File: src/rtl/core/lfp_pkg.sv
// ----------------------------------------------------------------------------
// lfp_pkg
// Shared widths, constants and register codes of the line follower pid unit.
// ----------------------------------------------------------------------------
package lfp_pkg;

  localparam int SENSOR_COUNT    = 7;
  localparam int SPEED_FRAC_BITS = 12;

  localparam int GAIN_W  = 19;
  localparam int SPEED_W = 13;
  localparam int POS_W   = 8;
  localparam int INTEG_W = 16;
  localparam int DATA_W  = 32;
  localparam int ADDR_W  = 5;
  localparam int IDX_W   = ADDR_W - 2;

  // product and sum widths of the pid datapath
  localparam int P_PROD_W = GAIN_W + POS_W;
  localparam int I_PROD_W = GAIN_W + INTEG_W;
  localparam int D_PROD_W = GAIN_W + POS_W;
  localparam int POWER_W  = I_PROD_W + 1;
  localparam int SUM_W    = POWER_W + 1;

  localparam logic signed [POS_W-1:0] JUNCTION_POS = -8'sd100;

  localparam logic [GAIN_W-1:0]  GAIN_P_RESET    = GAIN_W'(10 << SPEED_FRAC_BITS);
  localparam logic [SPEED_W-1:0] MAX_SPEED_RESET = SPEED_W'(1 << SPEED_FRAC_BITS);

  // register indexes, byte address is 4 * index
  localparam logic [IDX_W-1:0] REG_GAIN_P    = 3'd0;
  localparam logic [IDX_W-1:0] REG_GAIN_I    = 3'd1;
  localparam logic [IDX_W-1:0] REG_GAIN_D    = 3'd2;
  localparam logic [IDX_W-1:0] REG_MIN_SPEED = 3'd3;
  localparam logic [IDX_W-1:0] REG_MAX_SPEED = 3'd4;

  typedef logic [SENSOR_COUNT-1:0] pattern_t;
  typedef logic [SPEED_W-1:0]      speed_t;
  typedef logic signed [POS_W-1:0] pos_t;

endpackage

File: src/rtl/core/lfp_sensor_if.sv
// ----------------------------------------------------------------------------
// lfp_sensor_if
// Request channel carrying one line sensor sample.
// ----------------------------------------------------------------------------
interface lfp_sensor_if;
  import lfp_pkg::*;

  logic     valid;
  logic     ready;
  pattern_t line_pattern;

  modport source (output valid, output line_pattern, input ready);
  modport sink   (input valid, input line_pattern, output ready);

endinterface

File: src/rtl/core/lfp_result_if.sv
// ----------------------------------------------------------------------------
// lfp_result_if
// Result channel carrying wheel speeds and the decoded line position.
// ----------------------------------------------------------------------------
interface lfp_result_if;
  import lfp_pkg::*;

  logic   valid;
  logic   ready;
  speed_t left_speed;
  speed_t right_speed;
  pos_t   line_position;
  logic   junction;

  modport source (output valid, output left_speed, output right_speed,
                  output line_position, output junction, input ready);
  modport sink   (input valid, input left_speed, input right_speed,
                  input line_position, input junction, output ready);

endinterface

File: src/rtl/core/line_follow_pid_unit.sv
// ----------------------------------------------------------------------------
// line_follow_pid_unit
// PID line follower: decodes a sensor sample and drives two wheel speeds.
// ----------------------------------------------------------------------------
// throughput: one request per cycle unless the result side stalls; the
//   path is input reg, decode and integral update, three gain products,
//   power sum, clamp into output reg
// each stage stalls only when full and the stage after it cannot move
// reset (rst, synchronous): pipeline empty, previous position and integral
//   zero, gains and speed limits at their default values
module line_follow_pid_unit (
  input  logic                       clk,
  input  logic                       rst,
  lfp_sensor_if.sink                 sensor,
  lfp_result_if.source               result,
  input  logic                       psel,
  input  logic                       penable,
  input  logic                       pwrite,
  input  logic [lfp_pkg::ADDR_W-1:0] paddr,
  input  logic [lfp_pkg::DATA_W-1:0] pwdata,
  output logic [lfp_pkg::DATA_W-1:0] prdata,
  output logic                       pready
);
  import lfp_pkg::*;

  localparam int CENTER = SENSOR_COUNT / 2;
  localparam int BIT_W  = $clog2(SENSOR_COUNT);

  // configuration registers
  logic signed [GAIN_W-1:0] gain_p, gain_i, gain_d;
  speed_t                   min_speed, max_speed;

  // loop state
  pos_t                      previous_position;
  logic signed [INTEG_W-1:0] position_integral;

  // pipeline registers
  logic                      s1_valid, s2_valid, s3_valid, s4_valid, res_valid;
  pattern_t                  s1_pattern;
  pos_t                      s2_pos, s2_deriv, s3_pos, s4_pos;
  logic                      s2_junction, s3_junction, s4_junction;
  logic signed [INTEG_W-1:0] s2_integ;
  logic signed [P_PROD_W-1:0] s3_p_prod;
  logic signed [I_PROD_W-1:0] s3_i_prod;
  logic signed [D_PROD_W-1:0] s3_d_prod;
  logic signed [POWER_W-1:0]  s4_power;
  speed_t                    res_left, res_right;
  pos_t                      res_pos;
  logic                      res_junction;

  logic res_en, s4_en, s3_en, s2_en, s1_en;

  logic                      dec_onehot;
  logic [BIT_W-1:0]          dec_bit;
  pos_t                      dec_pos;
  pos_t                      deriv_next;
  logic signed [INTEG_W:0]   integ_sum;
  logic signed [INTEG_W-1:0] integ_next;
  logic signed [P_PROD_W-1:0] p_prod_next;
  logic signed [I_PROD_W-1:0] i_prod_next;
  logic signed [D_PROD_W-1:0] d_prod_next;
  logic signed [POWER_W-1:0]  power_next;
  logic signed [SUM_W-1:0]    min_ext, max_ext, right_sum, left_sum;

  logic             cfg_wr;
  logic [IDX_W-1:0] cfg_idx;

  function automatic speed_t clamp_speed(input logic signed [SUM_W-1:0] v,
                                         input logic signed [SUM_W-1:0] lo,
                                         input logic signed [SUM_W-1:0] hi);
    logic signed [SUM_W-1:0] r;
    if (v < lo) begin
      r = lo;
    end else if (v > hi) begin
      r = hi;
    end else begin
      r = v;
    end
    return r[SPEED_W-1:0];
  endfunction

  // ---------------- configuration port ----------------
  assign pready  = 1'b1;
  assign cfg_wr  = psel && penable && pwrite;
  assign cfg_idx = paddr[ADDR_W-1:2];

  always_ff @(posedge clk) begin
    if (rst) begin
      gain_p    <= GAIN_P_RESET;
      gain_i    <= '0;
      gain_d    <= '0;
      min_speed <= '0;
      max_speed <= MAX_SPEED_RESET;
    end else if (cfg_wr) begin
      case (cfg_idx)
        REG_GAIN_P:    gain_p    <= pwdata[GAIN_W-1:0];
        REG_GAIN_I:    gain_i    <= pwdata[GAIN_W-1:0];
        REG_GAIN_D:    gain_d    <= pwdata[GAIN_W-1:0];
        REG_MIN_SPEED: min_speed <= pwdata[SPEED_W-1:0];
        REG_MAX_SPEED: max_speed <= pwdata[SPEED_W-1:0];
        default: ;
      endcase
    end
  end

  always_comb begin
    case (cfg_idx)
      REG_GAIN_P:    prdata = DATA_W'(gain_p[GAIN_W-1:0]);
      REG_GAIN_I:    prdata = DATA_W'(gain_i[GAIN_W-1:0]);
      REG_GAIN_D:    prdata = DATA_W'(gain_d[GAIN_W-1:0]);
      REG_MIN_SPEED: prdata = DATA_W'(min_speed);
      REG_MAX_SPEED: prdata = DATA_W'(max_speed);
      default:       prdata = '0;
    endcase
  end

  // ---------------- flow control ----------------
  assign res_en = !res_valid || result.ready;
  assign s4_en  = !s4_valid || res_en;
  assign s3_en  = !s3_valid || s4_en;
  assign s2_en  = !s2_valid || s3_en;
  assign s1_en  = !s1_valid || s2_en;
  assign sensor.ready = s1_en;

  always_ff @(posedge clk) begin
    if (rst) begin
      s1_valid  <= 1'b0;
      s2_valid  <= 1'b0;
      s3_valid  <= 1'b0;
      s4_valid  <= 1'b0;
      res_valid <= 1'b0;
    end else begin
      if (s1_en)  s1_valid  <= sensor.valid;
      if (s2_en)  s2_valid  <= s1_valid;
      if (s3_en)  s3_valid  <= s2_valid;
      if (s4_en)  s4_valid  <= s3_valid;
      if (res_en) res_valid <= s4_valid;
    end
  end

  // ---------------- stage 1: decode and loop state ----------------
  always_comb begin
    dec_onehot = (s1_pattern != '0) && ((s1_pattern & (s1_pattern - 1'b1)) == '0);
    dec_bit    = '0;
    for (int i = 0; i < SENSOR_COUNT; i++) begin
      if (s1_pattern[i]) begin
        dec_bit = dec_bit | BIT_W'(i);
      end
    end
    dec_pos = dec_onehot ? (POS_W'(CENTER) - POS_W'(dec_bit)) : JUNCTION_POS;
  end

  assign deriv_next = dec_pos - previous_position;
  assign integ_sum  = (INTEG_W+1)'(position_integral) + (INTEG_W+1)'(dec_pos);

  // saturate the integral to 16 bits
  always_comb begin
    if (integ_sum[INTEG_W] != integ_sum[INTEG_W-1]) begin
      integ_next = {integ_sum[INTEG_W], {(INTEG_W-1){!integ_sum[INTEG_W]}}};
    end else begin
      integ_next = integ_sum[INTEG_W-1:0];
    end
  end

  always_ff @(posedge clk) begin
    if (rst) begin
      previous_position <= '0;
      position_integral <= '0;
    end else if (s1_valid && s2_en) begin
      previous_position <= dec_pos;
      position_integral <= integ_next;
    end
  end

  always_ff @(posedge clk) begin
    if (s1_en) begin
      s1_pattern <= sensor.line_pattern;
    end
    if (s2_en) begin
      s2_pos      <= dec_pos;
      s2_deriv    <= deriv_next;
      s2_integ    <= integ_next;
      s2_junction <= !dec_onehot;
    end
  end

  // ---------------- stage 2: gain products ----------------
  assign p_prod_next = P_PROD_W'(gain_p) * P_PROD_W'(s2_pos);
  assign i_prod_next = I_PROD_W'(gain_i) * I_PROD_W'(s2_integ);
  assign d_prod_next = D_PROD_W'(gain_d) * D_PROD_W'(s2_deriv);

  always_ff @(posedge clk) begin
    if (s3_en) begin
      s3_p_prod   <= p_prod_next;
      s3_i_prod   <= i_prod_next;
      s3_d_prod   <= d_prod_next;
      s3_pos      <= s2_pos;
      s3_junction <= s2_junction;
    end
  end

  // ---------------- stage 3: power sum ----------------
  assign power_next = POWER_W'(s3_p_prod) + POWER_W'(s3_i_prod) + POWER_W'(s3_d_prod);

  always_ff @(posedge clk) begin
    if (s4_en) begin
      s4_power    <= power_next;
      s4_pos      <= s3_pos;
      s4_junction <= s3_junction;
    end
  end

  // ---------------- stage 4: wheel speeds ----------------
  assign min_ext   = SUM_W'($signed({1'b0, min_speed}));
  assign max_ext   = SUM_W'($signed({1'b0, max_speed}));
  assign right_sum = max_ext + SUM_W'(s4_power);
  assign left_sum  = max_ext - SUM_W'(s4_power);

  always_ff @(posedge clk) begin
    if (res_en) begin
      res_right    <= clamp_speed(right_sum, min_ext, max_ext);
      res_left     <= clamp_speed(left_sum, min_ext, max_ext);
      res_pos      <= s4_pos;
      res_junction <= s4_junction;
    end
  end

  assign result.valid         = res_valid;
  assign result.left_speed    = res_left;
  assign result.right_speed   = res_right;
  assign result.line_position = res_pos;
  assign result.junction      = res_junction;

  // ---------------- assertions ----------------
  a_reset_empty: assert property (@(posedge clk) $past(rst) |-> !res_valid)
    else $error("result valid right after reset");

  a_junction_pos: assert property (@(posedge clk) disable iff (rst)
    res_valid |-> (res_junction == (res_pos == JUNCTION_POS)))
    else $error("junction flag disagrees with position");

  a_pos_range: assert property (@(posedge clk) disable iff (rst)
    (res_valid && !res_junction) |-> (res_pos >= -8'sd3 && res_pos <= 8'sd3))
    else $error("decoded position out of range");

  a_prev_tracks: assert property (@(posedge clk) disable iff (rst)
    s2_valid |-> (previous_position == s2_pos))
    else $error("previous position lost track of the newest request");

endmodule

File: src/flat_wrapper.sv
// flat-port wrapper written by rule: the top's interface ports become plain ports
module line_follow_pid_unit_flat import lfp_pkg::*;
  (clk, rst, psel, penable, pwrite, paddr, pwdata, prdata, pready, sensor_valid, sensor_line_pattern, sensor_ready, result_valid, result_left_speed, result_right_speed, result_line_position, result_junction, result_ready);
  lfp_sensor_if sensor_i ();
  lfp_result_if result_i ();
  input  logic clk;
  input  logic rst;
  input  logic psel;
  input  logic penable;
  input  logic pwrite;
  input  logic [lfp_pkg::ADDR_W-1:0] paddr;
  input  logic [lfp_pkg::DATA_W-1:0] pwdata;
  output logic [lfp_pkg::DATA_W-1:0] prdata;
  output logic pready;
  input wire logic [$bits(sensor_i.valid)-1:0] sensor_valid;
  input wire logic [$bits(sensor_i.line_pattern)-1:0] sensor_line_pattern;
  output wire logic [$bits(sensor_i.ready)-1:0] sensor_ready;
  output wire logic [$bits(result_i.valid)-1:0] result_valid;
  output wire logic [$bits(result_i.left_speed)-1:0] result_left_speed;
  output wire logic [$bits(result_i.right_speed)-1:0] result_right_speed;
  output wire logic [$bits(result_i.line_position)-1:0] result_line_position;
  output wire logic [$bits(result_i.junction)-1:0] result_junction;
  input wire logic [$bits(result_i.ready)-1:0] result_ready;
  assign sensor_i.valid = sensor_valid;
  assign sensor_i.line_pattern = sensor_line_pattern;
  assign sensor_ready = sensor_i.ready;
  assign result_valid = result_i.valid;
  assign result_left_speed = result_i.left_speed;
  assign result_right_speed = result_i.right_speed;
  assign result_line_position = result_i.line_position;
  assign result_junction = result_i.junction;
  assign result_i.ready = result_ready;
  line_follow_pid_unit u_core (.clk(clk), .rst(rst), .sensor(sensor_i), .result(result_i), .psel(psel), .penable(penable), .pwrite(pwrite), .paddr(paddr), .pwdata(pwdata), .prdata(prdata), .pready(pready));
endmodule
File: config.mk
export PLATFORM = sky130hd
export DESIGN_NAME = line_follow_pid_unit_flat
export DESIGN_NICKNAME = d
export VERILOG_FILES = /design/src/rtl/core/lfp_pkg.sv /design/src/rtl/core/lfp_sensor_if.sv /design/src/rtl/core/lfp_result_if.sv /design/src/rtl/core/line_follow_pid_unit.sv /design/src/flat_wrapper.sv
export SDC_FILE = /design/constraint.sdc
export NUM_CORES = 2
export LEC_CHECK = 0
export BUFFER_PORTS_ARGS = -buffer_cell sky130_fd_sc_hd__buf_2
export CORE_AREA = 2 2 339 341
export CTS_BUF_LIST = sky130_fd_sc_hd__clkbuf_2
export DETAILED_ROUTE_END_ITERATION = 8
export DIE_AREA = 0 0 341 343
export PLACE_DENSITY_LB_ADDON = 0.12
export SETUP_SLACK_MARGIN = 0.05
export SYNTH_ARGS = -nofsm -noshare
export SYNTH_HDL_FRONTEND = slang
export SYNTH_SLANG_ARGS = --single-unit
export TNS_END_PERCENT = 30
File: constraint.sdc
create_clock -name clk -period 10.5 [get_ports clk]
set_input_delay 1.05 -clock clk [delete_from_list [all_inputs] [get_ports clk]]
set_output_delay 1.05 -clock clk [all_outputs]
set_load 0.005 [all_outputs]
; Word level (Yosys, flattened, before mapping)
; Index checks and enable logic that the tools add are counted.
[totals]
romBits = 0
latchBits = 0
ff_bits = 330
ram_bits = 0
mem_count = 0
out_inout_bits = 70
inputBits = 51
[classes]
bitwise_logic = 1
n_reduce_logical = 24
magnitude_cmp = 4
n_mul = 3
n_shift = 0
div_mod_pow = 0
n_eq_ne = 5
add_sub_neg = 8
n_mux = 13
[op_table]
columns = cell, count
row1 = one-hot mux 19 bit (5 select lines), 1
row2 = > comparator 37 x 14 -> 1 bit, 2
row3 = < comparator 37 x 14 -> 1 bit, 2
row4 = multiplier 19 x 8 -> 27 bit, 2
row5 = 2-to-1 mux 13 bit, 4
row6 = adder 14 x 36 -> 37 bit, 1
row7 = subtractor 14 x 36 -> 37 bit, 1
row8 = adder 27 x 35 -> 36 bit, 1
row9 = adder 36 x 27 -> 36 bit, 1
row10 = multiplier 19 x 16 -> 35 bit, 1
row11 = adder 16 x 8 -> 17 bit, 1
row12 = 2-to-1 mux 16 bit, 1
row13 = AND reduction 2 bit, 5
row14 = 2-to-1 mux 3 bit, 3
row15 = 2-to-1 mux 8 bit, 1
row16 = subtractor 8 bit, 1
row17 = AND 7 bit, 1
row18 = logical NOT 1 bit, 7
row19 = logical NOT 7 bit, 1
row20 = nonzero test 7 bit, 1
row21 = subtractor 7 x 1 -> 7 bit (second input constant), 1
row22 = == test 3 x 2 -> 1 bit (second input constant), 2
row23 = logical OR 1 bit, 5
row24 = logical AND 1 bit, 4
row25 = 7 further kinds, 8

; Depth between registers and ports, before layout
[depth]
depth_word = 11
depth_mapped = 26
mapped_depth_nobuf = 25

; Least setup slack after synthesis
; No wires, ideal clock.
[synth_timing]
kind = register to register
startpoint = register u_core.s2_integ[1]
endpoint = register u_core.s3_i_prod[33], data pin
t_arrival_ns = 6.257
synth_period_minus_slack_ns = 6.519
path_buffers = 2
path_stages_with_launch = 23
setup_slack_ns = 3.981
setup_time_ns = 0.262
t_required_ns = 10.238
cell_sequence = edfxtp_1 > clkbuf_1 > clkbuf_1 > nand2_1 > fa_1 > fa_1 > fa_1 > fa_1 > inv_1 > fa_1 > inv_1 > fa_1 > inv_1 > ha_1 > and3_1 > a211oi_1 > a211oi_1 > o2111ai_1 > a31oi_1 > a211o_1 > a21oi_1 > a21oi_1 > xor2_1
[synth_via]
elab_chain_cells = 1
[synth_rtl]
columns = item, line_no
row1 = from (decl), line_follow_pid_unit.sv:42  ; logic signed [INTEG_W-1:0] s2_integ;
row2 = from (signal assigned), line_follow_pid_unit.sv:182  ; s2_integ <= integ_next;
row3 = multiplier 19 x 16 -> 35 bit, line_follow_pid_unit.sv:189  ; assign i_prod_next = I_PROD_W'(gain_i) * I_PROD_W'(s2_integ);
row4 = named net u_core.i_prod_next[33], line_follow_pid_unit.sv:60  ; logic signed [I_PROD_W-1:0] i_prod_next;
row5 = to (signal assigned), line_follow_pid_unit.sv:195  ; s3_i_prod <= i_prod_next;
row6 = to (decl), line_follow_pid_unit.sv:44  ; logic signed [I_PROD_W-1:0] s3_i_prod;
; The timed path passes the listed nets, and every way through them passes these cells.
; A chain may end at the register's enable or synchronous reset.

; Worst setup path after layout
[layout_timing]
startpoint = register u_core.gain_i[8]
endpoint = register u_core.s3_i_prod[33], data pin
[layout_via]
elab_chain_cells = 1
[layout_rtl]
columns = item, line_no
row1 = from (decl), line_follow_pid_unit.sv:30  ; logic signed [GAIN_W-1:0] gain_p, gain_i, gain_d;
row2 = from (signal assigned), line_follow_pid_unit.sv:97  ; REG_GAIN_I: gain_i <= pwdata[GAIN_W-1:0];
row3 = multiplier 19 x 16 -> 35 bit, line_follow_pid_unit.sv:189
row4 = named net u_core.i_prod_next[33], line_follow_pid_unit.sv:60
; The timed path passes the listed nets, and every way through them passes these cells.

==> metrics.json <==
{
  "run_status": "finished clean",
  "clkLatencyLatePin_ns": 1.23,
  "power.net_switching_mw": 3.03,
  "share_of_the_clock_period_used_by_the_worst_path_pct": 69.7,
  "clkTransAtPathRegs_ns": 0.11,
  "synth_most_common_cell": "sky130_fd_sc_hd__inv_1",
  "grt_first_pass_wirelength_um": 177000,
  "worst_ir_drop_vdd_mv": 0.0985,
  "ant_nets": 0,
  "design.die.area_sq_um": 117000,
  "avgViaCountPerCell": 4.86,
  "htree_levels": 3,
  "setup-tns-final_ns": 0,
  "setup.worst_path.start_class": "flop",
  "cts_sinks": 310,
  "die-height_um": 343,
  "report.final.setup_viol": 0,
  "timing.critical_path.depth": 21,
  "path_max_fanout": 17,
  "finish.net_count": 5238,
  "ys_ff_latch": 310,
  "crit_path_end_kind": "flop",
  "detail_route.drc_violations": 0,
  "worst_hold_path.num_cells": 3,
  "area_share_of_the_largest_cell_type_after_synthesis_pct": 29.5,
  "synthFlopType": "sky130_fd_sc_hd__edfxtp_1",
  "final_cells": 5879,
  "drt-wirelength-per-cell_um": 19.0,
  "critPathRequiredTime_ns": 11.44,
  "path_buf_inv": 4,
  "rows": 124,
  "grt_pass1_vias": 30400,
  "drive_gt1_share_pct": 7.53,
  "criticalPathCategory": "flop to flop",
  "crit_path_max_incr_delay_ns": 0.58,
  "worst_case_clock_buffer_depth": 3,
  "drv_cap": 0,
  "share_clk_of_total_power_pct": 14.0,
  "fmax_mhz": 137,
  "crit_path_frequent_cell": "sky130_fd_sc_hd__fa_1",
  "finalWirelength_um": 112000,
  "worstPathArrival_ns": 8.26,
  "switching_share_pct": 46.1,
  "power_frac_seq_pct": 31.4,
  "drt_iter0_drc": 1423,
  "cts-buffers-inserted": 87,
  "tritoncts": "built",
  "synth_area_sq_um": 39400,
  "synth.lib_cells_used.distinct": 78,
  "placedCellCount": 5687,
  "detailroute.via_count": 28600,
  "setup_repair_after_global_routing_missed_its_margin": "false",
  "timing.final.crit_period_ns": 7.32,
  "cell_at_the_slowest_stage_of_the_critical_path": "sky130_fd_sc_hd__fa_1",
  "reg2reg_depth": 21,
  "port-buffer-count": 91,
  "slew_headroom_pct": 23.6,
  "seq_area_frac_synth_pct": 20.9,
  "critical_path.cell_chain": "buf_4 > nand2_1 > fa_1 > fa_1 > fa_1 > fa_1 > inv_1 > fa_1 > inv_1 > fa_1 > inv_1 > ha_1 > and3_1 > a211oi_1 > a211oi_1 > o2111ai_1 > a31oi_1 > a211o_1 > a21oi_1 > a21oi_1 > xor2_1",
  "floorplan.initialDensity_pct": 34.8,
  "grt_start_max_net_pins": 67,
  "clock-skew-final_ns": 0.114,
  "post_synth_most_frequent_cells": "sky130_fd_sc_hd__inv_1 (719), sky130_fd_sc_hd__fa_1 (582), sky130_fd_sc_hd__nand2_1 (460)",
  "combinational_share_of_power_pct": 54.6,
  "leakage_power_summed_over_all_cells_nw": 20.1,
  "largest_cells_by_area_after_synthesis": "sky130_fd_sc_hd__fa_1 (30%), sky130_fd_sc_hd__edfxtp_1 (15%), sky130_fd_sc_hd__ha_1 (10%)",
  "global_route_usage_sum_pct": 19.8,
  "yosys_warnings": 0,
  "async_reset_ff_share_pct": 0,
  "dp.final_hpwl_um": 89700,
  "io_pins": 121,
  "gp_congestion": 0.879,
  "path_delay_family": "adder cells",
  "synth_area_per_inst_sq_um": 9.39,
  "synthDominantAreaCellType": "sky130_fd_sc_hd__fa_1",
  "number_of_enable_type_register_cells_in_the_synthesized_netlist": 202,
  "timing.final.max_slew_violations": 0,
  "internal_power_of_the_cells_mw": 3.54,
  "pwr_density_cell_nw_per_um2": 154,
  "syn-instance-count": 4199,
  "grt_antenna_before_repair": 5,
  "dieWidth_um": 341,
  "hold_viol": 0,
  "post_cts_setup_buffers": 0,
  "global_route.overflow_total": 0,
  "cts_root_buffer_type": "sky130_fd_sc_hd__clkbuf_2",
  "worst-slew-pin-transition_ns": 1.14,
  "syn_to_final_growth_pct": 7.90,
  "hold_class": "primary input to flop",
  "firstDrtPassIters": 5,
  "design.core.area_sq_um": 113000
}
[cells by family (layout without fill, tap and decap cells)]
| logic type | count (synthesis) | after routing | synth area share [%] |
|---|---|---|---|
| and+or+nand+nor | 1276 | 1276 | 15.9 |
| adders and majority gates | 900 | 900 | 39.6 |
| buffers and inverters | 898 | 1043 | 8.75 |
| AOI/OAI and AO/OA | 598 | 598 | 9.85 |
| DFF | 310 | 310 | 20.9 |
| xor gates and xnor gates | 161 | 161 | 3.58 |
| muxes | 54 | 54 | 1.38 |
| other | 2 | 25 | 0.0190 |
[per-stage QoR]
stage | hold slack (ns) | power [mW] | utilization [%] | instance area, sq um | worst slack [ns]
global route | 0.0892 | 7.20 | 37.5 | 42500 | 2.98
detailed placement | 0.407 | 5.72 | 36.6 | 41500 | 3.16
CTS | 0.0427 | 6.70 | 37.5 | 42500 | 3.13
floorplan | 0.400 | 4.59 | - | 39500 | 3.98
global placement | 0.402 | 5.73 | 36.6 | 41500 | 3.20
finish | 0.244 | 6.57 | 37.5 | 42600 | 3.18
[metal layers]
layer	share of wire (%)	global-route usage (%)	up-vias
li1	-	-	13700
met1	44	25.9	14200
met2	49	34.4	578
met3	4.2	2.33	135
met4	2.6	5.65	0
met5	0	0	-
[repair_timing]
action | in CTS | in global routing
gates resized for setup | 0 | 0
setup endpoints to repair | 0 | 0
endpoints found under the hold margin | 66 | 0
hold buffers | 24 | 0
[tightest hold or removal path, stage by stage]
cell                      delay [ns]
sky130_fd_sc_hd__buf_2          0.22
sky130_fd_sc_hd__nand2_1        0.10
sky130_fd_sc_hd__a21oi_1        0.05
[layout make-up]
class	instances	area [sq um]
sequential	310	8230
multi-input combinational	3003	27800
tap	1512	1890
fill	11700	70900
clock buffer	129	646
clock inverter	28	149
inverter	719	2700
antenna	11	27.5
timing repair buffer	167	1090
[cells in the final DEF (no fill, tap or decap), types with 90 or more instances in the layout]
cell / instances
sky130_fd_sc_hd__o21ai_0: 100
sky130_fd_sc_hd__ha_1: 317
sky130_fd_sc_hd__fa_1: 582
sky130_fd_sc_hd__a21oi_1: 213
sky130_fd_sc_hd__clkbuf_2: 129
sky130_fd_sc_hd__xnor2_1: 136
sky130_fd_sc_hd__buf_2: 90
sky130_fd_sc_hd__inv_1: 718
sky130_fd_sc_hd__nor2_1: 215
sky130_fd_sc_hd__nand2_1: 459
sky130_fd_sc_hd__edfxtp_1: 202
sky130_fd_sc_hd__dfxtp_1: 108
sky130_fd_sc_hd__and2_1: 301
[final timing paths]
path,slack [ns],start,end
hold reg to reg,0.41,u_core.s3_junction,u_core.s4_junction
hold / removal,0.24,pwdata[11],u_core.gain_d[11]
setup reg to reg,3.18,u_core.gain_i[8],u_core.s3_i_prod[33]
setup / recovery,3.18,u_core.gain_i[8],u_core.s3_i_prod[33]
[flip-flops by register name, summed over array words and instances, names as in the netlist, 7 cells and up]
name,flops
u_core.s4_power,36
u_core.s3_i_prod,35
u_core.s3_d_prod,27
u_core.s3_p_prod,27
u_core.gain_d,19
u_core.gain_i,19
u_core.gain_p,19
u_core.position_integral,16
u_core.s2_integ,16
u_core.max_speed,13
u_core.min_speed,13
u_core.result.left_speed,13
u_core.result.right_speed,13
u_core.s2_deriv,8
u_core.s1_pattern,7
[power by group through the flow]
stage	logic (mW)	registers [mW]	clock network [mW]
2_1_floorplan	2.75	1.84	0
3_3_place_gp	3.63	2.10	0
3_5_place_dp	3.62	2.10	0
4_1_cts	3.65	2.07	0.973
5_1_grt	4.08	2.10	1.02
6_report	3.59	2.07	0.917
No activity file was read; power rests on OpenSTA's default activity.
